### config.mk
export PLATFORM = sky130hd
export DESIGN_NAME = selfp_ram
export DESIGN_NICKNAME = d
export VERILOG_FILES = /design/src/rtl/selfp_ram.sv
export SDC_FILE = /design/constraint.sdc
export NUM_CORES = 1
export LEC_CHECK = 0
export BUFFER_PORTS_ARGS = -buffer_cell sky130_fd_sc_hd__buf_2
export CAP_MARGIN = 20
export CORE_MARGIN = 2
export CORE_UTILIZATION = 55
export CTS_BUF_LIST = sky130_fd_sc_hd__clkbuf_4
export CTS_CLUSTER_DIAMETER = 200
export DETAILED_ROUTE_END_ITERATION = 16
export HOLD_SLACK_MARGIN = 0.05
export PLACE_DENSITY = 0.77
export SKIP_CTS_REPAIR_TIMING = 1
export SYNTH_ARGS = -nofsm -noshare
export SYNTH_HDL_FRONTEND = slang
export SYNTH_SLANG_ARGS = --single-unit
### constraint.sdc
create_clock -name clk_i -period 2.3 [get_ports clk_i]
set_input_delay 0.115 -clock clk_i [delete_from_list [all_inputs] [get_ports clk_i]]
set_output_delay 0.115 -clock clk_i [all_outputs]
set_load 0.01 [all_outputs]
### src/rtl/selfp_ram.sv
`timescale 1ns / 1ps
// ---------------------------------------------------------------------------
// selfp_ram: simple dual-port RAM
// One write port, one read port, read data registered.
// ---------------------------------------------------------------------------
module selfp_ram #(
  parameter int unsigned WIDTH = 8,
  parameter int unsigned DEPTH = 16
) (
  input  logic                     clk_i,
  input  logic                     we_i,
  input  logic [$clog2(DEPTH)-1:0] waddr_i,
  input  logic [WIDTH-1:0]         wdata_i,
  input  logic                     re_i,
  input  logic [$clog2(DEPTH)-1:0] raddr_i,
  output logic [WIDTH-1:0]         rdata_o
);

  logic [WIDTH-1:0] mem [DEPTH];

  always_ff @(posedge clk_i) begin
    if (we_i) begin
      mem[waddr_i] <= wdata_i;
    end
    if (re_i) begin
      rdata_o <= mem[raddr_i];
    end
  end

endmodule

==> impl.org, run 1 <==
** STA
- Subtracting the final worst setup slack from the clock period gives roughly 1500 ps.
- Setup repair after global routing left no endpoint under its margin.
- Setup Skew :: roughly 17 ps
- Number of failing setup endpoints in the final timing report :: 0
- The count of final hold-check violations was 0.
- Static timing analysis puts the maximum clock frequency at 672 MHz.
- At the pin with the least slew margin, the transition time is 805 ps.
- Post-route fraction of the period consumed by the critical path :: 0.647
- The number of pins with negative max-slew slack in the final report came to 0.
- Summed negative setup slack over all endpoints :: 0 ps
- Headroom to the max-slew limit came out at 0.461.
- The tightest hold path in the finished design has a slack of 170 ps.

** Hold path
- The worst hold path terminates at mem[4][1].
- Start point of the worst min-delay path :: waddr_i[0]
- Path class of the lowest-slack min-delay path :: input pin to flip-flop
- The worst hold path passes through 3 cells.

** Power
- VDD IR-drop max :: 0.000371 V
- Power density of the placed cells :: between 700 and 800 mW/mm^2
- Of the total power, combinational logic draws 0.057.
- Of the total power, the clock network draws 0.346.
- Switching portion of total power :: 0.200
- In this run the static leakage power is 2.01 nW.
- Share of total power in sequential cells :: 0.597
- For this design the total switching power over the nets is 0.940 mW.
- Internal power :: approximately 3.8 mW

** Synthesis
- For this run, the register share of the synthesized area comes to 0.781.
- Most instantiated cells after synthesis :: sky130_fd_sc_hd__edfxtp_1, sky130_fd_sc_hd__mux4_2, sky130_fd_sc_hd__a22oi_1
- In the synthesized netlist the dominant register cell turns out to be sky130_fd_sc_hd__edfxtp_1.
- Avg Synthesized Cell Area :: 22.8 sq um
- Synthesized netlist cell count :: 229
- Yosys mapped a number of flops with a built-in enable equal to 136.
- The Yosys step of the flow raised 0 warnings.
- Summing every instance area after synthesis gives 0.00523 sq mm.
- Register bit count reported by yosys :: 136
- The share of synthesized area in the top cell type comes to 0.781.
- The largest total area in the synthesized netlist belongs to sky130_fd_sc_hd__edfxtp_1.
- Most common cell in the synthesized netlist :: sky130_fd_sc_hd__edfxtp_1
- Synth unique cells :: 18
- Async S/R FF share, synth :: 0
- Largest cells by area after synthesis :: sky130_fd_sc_hd__edfxtp_1, sky130_fd_sc_hd__mux4_2, sky130_fd_sc_hd__mux4_1
- Post-synth net total :: 248

** GRT
- GR Overflow Total :: 0
- Number of antenna violations at the first check in global routing :: 0
- Total routing resource utilization after global routing :: 0.211
- Entering global routing, the biggest net connects 33 pins.
- Vias in the first global route :: 2527
- The first global-routing pass estimated 14800 microns of wire.

** Floorplanning
- Die width :: roughly 100 microns
- The initial utilization of the core area, before any placement, comes to 0.566.
- The die is about 100 microns tall.
- During I/O placement, the number of pins put on the boundary was 27.
- The die covers 0.0103 sq mm.
- Core Rows :: 35
- Floorplan core area :: roughly 0.009 sq mm

** Worst setup path
- Critical path arrival :: 1740 ps
- Crit path kind :: flip-flop to flip-flop
- Kind of launch point of the worst setup path :: flip-flop
- Number of cells traversed by the worst register-to-register path :: 3
- In this run the critical register-to-register path is launched from mem[9][1].
- The worst setup path is captured at a flip-flop.
- In this run the worst path has a maximum fanout of 1.
- STA puts the critical path data required time at 2550 ps.
- The worst register-to-register path ends at rdata_o[1].
- Register-to-register setup slack :: 810 ps

** Layout
- Number of nets in the layout :: 311
- Area delta synth->final :: 14.5%
- Once layout is done, the placed cells without fillers occupy roughly 0.006 sq mm.
- # diodes :: 0
- Filler cells :: 626
- Combined area of the multi-input logic cells :: ~0.0011 sq mm
- The sequential cells in the finished layout cover a total of approximately 0.004 sq mm.
- Share of final-layout standard cells stronger than drive strength 1 :: 0.298

** Routing
- The routed layout has 2493 vias.
- Drt first-iter violations :: 290
- Final routed wire length divided by cell count :: 22.7 microns
- Pre-Repair DR Iteration Count :: 4
- DRC violation count after routing :: 0
- After detailed routing, the total wire length is slightly below 10000 microns.
- The count of nets left with antenna violations once routing finished came out at 0.
- Avg Vias per Cell :: 5.78

** Place
- Summed over all nets, the half-perimeter wirelength after detailed placement is 6070 microns.
- The count of buffers added on input and output ports is 26.
- The placed instances occupy a cell area of 0.00560 sq mm.
- At the end of routability-driven placement, the weighted congestion stood at 0.800.

** CTS
- Counting every sink on the clock net gives 136.
- Clock tree from TritonCTS :: yes
- CTS Buffer Depth :: 2
- The cell sitting at the root of the clock tree is a sky130_fd_sc_hd__clkbuf_4.
- In this run, CTS created clock tree buffers numbering 17.
- Clock-pin slew reported for the worst setup and hold paths after clock tree synthesis :: 110 ps
- The H-tree was split into 4 levels.
- The clock reaches the later pin of the worst-skew pair after 500 ps.

** Job
- Max-cap violations in this run came to 0.

** Status
- The flow ran to the end, and the final reports show no timing, DRC or antenna violations.
## registers in the layout, indices dropped and copies added, names as in the netlist
signal,count
mem,128
rdata_o,8
## cell usage in the layout (no fill, tap or decap), types with 9 or more instances in the layout
cell and count:
sky130_fd_sc_hd__nor2_1 13, sky130_fd_sc_hd__mux4_1 14, sky130_fd_sc_hd__mux4_2 18, sky130_fd_sc_hd__nand2_1 9
sky130_fd_sc_hd__dlygate4sd3_1 9, sky130_fd_sc_hd__clkbuf_4 18, sky130_fd_sc_hd__buf_4 17, sky130_fd_sc_hd__edfxtp_1 136
sky130_fd_sc_hd__a22oi_1 16, sky130_fd_sc_hd__buf_2 26
## through the flow
stage,total power [mW],instances,setup slack [ps],util
CTS,4.72,422,812,0.638
detailed placement,3.12,393,589,0.606
floorplan,3.00,229,692,-
global placement,3.10,393,602,0.606
finish,4.69,431,811,0.648
global route,4.86,431,726,0.648
## layer usage
layer	vias up	global-route usage	wire [microns]
met5	-	0	0
met4	0	0.0696	112
met3	9	0.0649	678
met2	107	0.322	5060
met1	1269	0.296	3910
li1	1108	-	-
## area by class of cell
cell class	instances	share of cell area
Sequential cell	136	0.683
Multi-Input combinational cell	83	0.177
Timing Repair Buffer	54	0.0648
Tap cell	129	0.0270
Clock inverter	11	0.0263
Clock buffer	18	0.0226
## worst max-delay path by stage
| stage | to | startpoint | cells after the start | slack, ps |
|---|---|---|---|---|
| after floorplan | mem[0][0] | waddr_i[2] | 2 | 690 |
| after global placement | rdata_o[2] | raddr_i[0] | 5 | 600 |
| after detailed placement | rdata_o[1] | raddr_i[0] | 5 | 590 |
| after CTS | rdata_o[1] | mem[9][1] | 3 | 810 |
| after global routing | rdata_o[2] | mem[5][2] | 3 | 730 |
| final | rdata_o[1] | mem[9][1] | 3 | 810 |
## critical path, stage by stage (launching register included)
cell	delay (ps)
sky130_fd_sc_hd__edfxtp_1	370
sky130_fd_sc_hd__mux4_1	510
sky130_fd_sc_hd__a22oi_1	290
sky130_fd_sc_hd__nand2_1	80
## power by group through the flow
stage | registers (mW) | clock network, mW | logic (mW)
floorplan | 2.86 | 0 | 0.141
global placement | 2.86 | 0 | 0.247
detailed placement | 2.86 | 0 | 0.256
CTS | 2.80 | 1.66 | 0.258
global route | 2.81 | 1.76 | 0.291
finish | 2.80 | 1.62 | 0.266
## logic make-up (layout without fill, tap and decap cells)
logic type / Yosys count / count (layout) / synth area share
flops: 136 / 136 / 0.781
compound gates: 16 / 16 / 0.0230
mux: 32 / 32 / 0.148
simple gates: 35 / 35 / 0.0314
buf+inv: 10 / 83 / 0.0165
No activity file was read; power rests on OpenSTA's default activity.
==> run 2: changes to the inputs <==
Clock period 2.3 ns to 1.4 ns, I/O delays scaled along.
==> impl.org, run 2 (same netlist as run 1, synthesis figures left out) <==
** Worst setup path
- CP required :: 1640 ps
- Endpoint of the most critical register-to-register path :: rdata_o[5]
- Along the worst path, the maximum fanout reaches 1.
- At the worst endpoint, the arrival time is 1680 ps.
- Register-to-register setup slack :: -40 ps
- In this run the critical register-to-register path is launched from mem[2][5].
- The worst setup path is captured at a flip-flop.
- Kind of launch point of the worst setup path :: flip-flop
- Crit path kind :: flip-flop to flip-flop
- Number of cells traversed by the worst register-to-register path :: 3

** Layout
- Filler cells :: approximately 630
- Flip-flop count of the largest register, all copies and words added :: 128
- Relative to the synthesized area, the layout overhead comes to 16.0%.
- # diodes :: 0
- Most common cell after layout, fill and taps aside :: sky130_fd_sc_hd__edfxtp_1
- The final layout contains about 320 nets.
- Excluding fillers, the count of instances in the completed layout stands at 443.
- Final design area excluding fillers :: 0.00606 sq mm
- Largest registers :: mem (128), rdata_o (8)
- In the final layout, the share of cells above drive strength 1 is 0.411.
- Ranked by flip-flop count, first place goes to mem.
- In the layout the commonest cells are sky130_fd_sc_hd__edfxtp_1, sky130_fd_sc_hd__mux4_2, sky130_fd_sc_hd__buf_2, sky130_fd_sc_hd__buf_4, sky130_fd_sc_hd__clkbuf_4.

** Hold path
- The worst hold path terminates at mem[0][5].
- The startpoint identified for the worst hold timing path is waddr_i[0].
- Worst hold path cell count :: 3
- The min-delay analysis places its worst path in the category input pin to flip-flop.

** CTS
- The clock net in this run drives a total of roughly 140 sinks.
- Clk Latency, worst-skew pair :: 500 ps
- TritonCTS built the clock tree.
- Clock-pin slew reported for the worst setup and hold paths after clock tree synthesis :: roughly 110 ps
- H-Tree Level Count :: 4
- The clock passes through at most 2 buffers.
- Number of buffers created by CTS :: 17
- Buffer cell driving the clock tree root :: sky130_fd_sc_hd__clkbuf_4

** STA
- Number of max-slew violations in the final report :: 0
- Headroom to the max-slew limit came out at 0.345.
- F_max :: 696 MHz
- Once routing completed, OpenROAD measured the worst setup slack at -35.8 ps.
- For the finished layout, the period the worst path requires is 1440 ps.
- The count of final hold-check violations came to 0.
- On the final layout, the worst hold slack is around 110 ps.
- Setup Skew :: 16.4 ps
- For the pin with the worst max-slew slack, the measured transition is 979 ps.
- Setup violations remaining at the end of the flow were counted as 4.
- Post-route fraction of the period consumed by the critical path :: 1.03
- Setup repair after global routing could not meet its margin everywhere.

** Place
- Post-Place Worst Slack :: -251 ps
- Input and output buffers added on the ports amount to 26.
- After legalization and detailed placement, the total HPWL measured roughly 6300 microns.
- The congestion estimate from routability-driven global placement came to roughly 0.75.
- Post-placement cell count :: 403
- After detailed placement, the total cell area comes to 0.00569 sq mm.

** Power
- Across the VDD grid, the largest voltage drop is 0.000606 V.
- Power spread over the standard cell area amounts to 1230 mW/mm^2.
- Static leakage :: around 2.0 nW

** Routing
- Wire length reported by the detailed router :: 9840 microns
- Antenna viol nets, final :: 0
- Dividing the detail-routed via count by the number of cells gives around 5.8.
- Before antenna repair, the detailed router went through 4 iterations.
- Drt first-iter violations :: 195
- Total via count after detailed routing :: 2553
- In the routed design, unresolved DRC markers number 0.
- After detailed routing, the average wire length per cell comes to 22.2 microns.

** Floorplanning
- After floorplanning, the core was divided into 35 placement rows.
- Die extent in y :: 101 microns
- The region available for standard cell placement spans about 0.0092 sq mm.
- The floorplan step set the die width to 101 microns.
- The initial utilization of the core area, before any placement, comes to 0.566.
- I/O pins :: 27
- The die covers 0.0103 sq mm.

** Status
- The final reports fail on setup timing.
- The run finished, with violations left.

** GRT
- Total routing resource utilization after global routing :: 0.210
- GR Overflow Total :: 0
- The first global-routing pass estimated 14900 microns of wire.
- Largest net degree at the start of global routing :: 22
- Vias in the first global route :: ~2600
- Number of antenna violations at the first check in global routing :: 0

** Job
- Across the run, the number of max-cap violations was 0.
run 2: cell types whose count changed in the layout (fill, tap and decap cells not counted), sizes merged:
cell	previous run	this run
buf	45	55
bufinv	4	2
clkbuf	18	17
clkinv	6	9
clkinvlp	1	3
run 2: layout make-up:
cell class                      count  area [sq um]  area share
Sequential cell                   136          4080       0.674
Multi-Input combinational cell     83          1080       0.178
Timing Repair Buffer               64           475      0.0784
Tap cell                          129           161      0.0266
Clock inverter                     14           135      0.0223
Clock buffer                       17           128      0.0211
run 2: critical path, cell delays in order, from the launching register on:
cell	delay [ps]
sky130_fd_sc_hd__edfxtp_1	400
sky130_fd_sc_hd__mux4_2	490
sky130_fd_sc_hd__a22oi_2	210
sky130_fd_sc_hd__nand2_1	90
run 2: how the worst max path moves through the flow:
stage,startpoint,end,slack [ps],depth (start not counted)
5_1_grt,mem[2][5],rdata_o[5],-70,3
3_3_place_gp,raddr_i[0],rdata_o[1],-240,5
6_report,mem[2][5],rdata_o[5],-40,3
2_1_floorplan,raddr_i[0],rdata_o[1],50,5
3_5_place_dp,raddr_i[0],rdata_o[1],-250,5
4_1_cts,mem[1][5],rdata_o[5],-150,3
run 2: through the flow:
step                       util  setup TNS, ps  power [mW]
final                     0.656          -60.7        7.48
after detailed placement  0.616          -1610        5.14
after floorplan               -              0        4.93
after CTS                 0.645           -616        7.48
after global placement    0.616          -1420        5.12
after global routing      0.656           -330        7.76
run 2: metal layers:
layer / global-route usage / routed length [microns] / part of all wire
met1: 0.297 / 4170 / 0.42
met2: 0.325 / 4780 / 0.49
met3: 0.0483 / 712 / 0.072
met4: 0.0821 / 182 / 0.018
met5: 0 / 0 / 0
run 2: power by group:
| group | internal (mW) | switching, mW |
|---|---|---|
| registers | 4.58 | 0.0248 |
| logic | 0.227 | 0.269 |
| clock network | 1.03 | 1.35 |
==> run 3: changes to the inputs <==
Settings changed: PLACE_DENSITY 0.77 to unset, PLACE_DENSITY_LB_ADDON set to 0.3.
==> impl.org, run 3 (same netlist as run 1, synthesis figures left out) <==
** Place
- Detailed placement ended at an HPWL of approximately 6300 microns.
- Port Buf Inserts :: 26
- At the end of routability-driven placement, the weighted congestion stood at 0.780.
- Post-placement cell count :: 403
- Post-Place Worst Slack :: -184 ps
- Instance area at placement :: 0.00572 sq mm

** Worst setup path
- For the worst setup path, the data arrival time is between 1500 and 2000 ps.
- The worst setup path is captured at a flip-flop.
- STA puts the critical path data required time at 1660 ps.
- Critical path peak fanout :: 1
- Crit path kind :: flip-flop to flip-flop
- STA classifies the critical path startpoint as a flip-flop.

** Layout
- Leading cell types in the layout, fill and taps excluded :: sky130_fd_sc_hd__edfxtp_1, sky130_fd_sc_hd__mux4_2, sky130_fd_sc_hd__buf_2, sky130_fd_sc_hd__buf_4, sky130_fd_sc_hd__clkbuf_4
- Across the whole layout, storage elements account for approximately 0.0041 sq mm.
- Of the cells placed in the final design, the portion with a size suffix greater than 1 is 0.413.
- # diodes :: 0
- After routing the design area is about 0.006 sq mm.
- Flip-flop count of the largest register, all copies and words added :: roughly 130
- Area delta synth->final :: 18.0%
- Layout Cells excl Fill :: 446
- Number of nets in the layout :: 323
- The largest registers in the layout are mem (128), rdata_o (8).
- Leaving out fill and tap cells, the most frequent cell in the layout is sky130_fd_sc_hd__edfxtp_1.
- After filler insertion, the fill cell instance count of the layout stands at between 600 and 700.
- Register with the most flip-flops :: mem
- Summing all multi-input logic gate instances after layout gives 0.00107 sq mm.

** Routing
- Final routed wire length divided by cell count :: 21.8 microns
- After detailed routing, the number of remaining DRC violations is 0.
- Pre-Repair DR Iteration Count :: 5
- In the routed layout, each cell is associated on average with a via count of 5.60.
- After the first detailed-routing iteration, the DRC count stood at 283.
- Antenna viol nets, final :: 0
- Detailed routing inserted a total of ~2500 vias.
- The routed design has 9710 microns of wire.

** GRT
- After global routing the overflow that remains totals 0.
- Total routing resource utilization after global routing :: 0.206
- The number of antenna violations at the first check in global routing came to 0.
- Wire length of the first global-routing pass :: around 14000 microns
- Entering global routing, the biggest net connects 17 pins.
- Vias in the first global route :: between 2000 and 3000

** Power
- Power density of the placed cells :: 1290 mW/mm^2
- Static leakage :: approximately 2.0 nW
- IR analysis of the VDD net gives a maximum drop of between 0.0007 and 0.0008 V.
- Overall power :: around 7.9 mW

** Status
- Status :: finished with violations
- The final reports fail on setup timing.

** STA
- Transition time at the pin with the least slew margin :: 944 ps
- Number of failing setup endpoints in the final timing report :: 4
- Timing would allow up to around 700 MHz.
- The count of final hold-check violations is 0.
- Setup repair after global routing could not meet its margin everywhere.
- Subtracting the final worst setup slack from the clock period gives ~1400 ps.
- Summed negative setup slack over all endpoints :: -77.6 ps
- In the finished design, the share of the clock period the worst path needs comes to 1.03.
- Max-Slew Margin vs Limit :: 0.368
- Setup Skew :: 12.1 ps
- Slack of the critical path :: -38.7 ps
- The number of pins with negative max-slew slack in the final report was 0.

** CTS
- TritonCTS built the clock tree.
- Counting every sink on the clock net gives roughly 140.
- At the later pin of the worst-skew pair, clock insertion delay measures roughly 500 ps.
- CTS built an H-tree with a depth of 4.
- After clock tree synthesis, the clock-pin slew on the worst setup and hold paths is 120 ps.
- The tree is rooted in a sky130_fd_sc_hd__clkbuf_4.
- Clock tree synthesis inserted a total of 17 buffers.
- The clock passes through at most 2 buffers.

** Hold path
- Path class of the lowest-slack min-delay path :: input pin to flip-flop

** Floorplanning
- Core Rows :: 35
- From left edge to right edge, the die measures 101 microns.
- Die extent in y :: 101 microns
- Total die area :: 0.0103 sq mm
- Floorplan core area :: 0.00924 sq mm
- For this configuration, the core starts out at a cell density of 0.566.
- For this design the top-level I/O count stands at 27.

** Job
- Across the run, the number of max-cap violations was 0.
==> run 3: final timing paths <==
check / from / slack, ps / depth (start not counted) / to
worst max-delay path: mem[2][3] / -40 / 3 / rdata_o[3]
worst min-delay path: waddr_i[3] / 210 / 4 / mem[0][3]
worst max register to register: mem[2][3] / -40 / 3 / rdata_o[3]
worst min register to register: mem[14][4] / 770 / 3 / rdata_o[4]
==> run 3: routing by layer <==
layer,up-vias,track usage,share of wire
met3,10,0.0531,0.073
met1,1267,0.282,0.42
met2,100,0.320,0.50
met5,-,0,0
li1,1121,-,-
met4,0,0.0863,0.012
==> run 3: area by class of cell <==
class / count / share of cell area
Sequential cell: 136 / 0.662
Multi-Input combinational cell: 83 / 0.174
Timing Repair Buffer: 66 / 0.0844
Clock inverter: 15 / 0.0325
Tap cell: 129 / 0.0262
Clock buffer: 17 / 0.0207
==> run 3: stage by stage <==
step,util,hold WS (ps)
global placement,0.619,435
detailed placement,0.619,433
global route,0.667,160
finish,0.667,211
floorplan,-,169
CTS,0.654,-129
==> run 3: worst max-delay path, stage by stage, from the launching register on <==
cell                       delay [ps]
sky130_fd_sc_hd__edfxtp_1         410
sky130_fd_sc_hd__mux4_2           500
sky130_fd_sc_hd__a22oi_2          200
sky130_fd_sc_hd__nand2_1           90
==> run 3: where the power goes <==
part	total (mW)	internal, mW	leakage [nW]	switching [mW]
logic	0.503	0.237	0.645	0.266
registers	4.60	4.58	1.24	0.0234
clock network	2.82	1.42	0.166	1.40
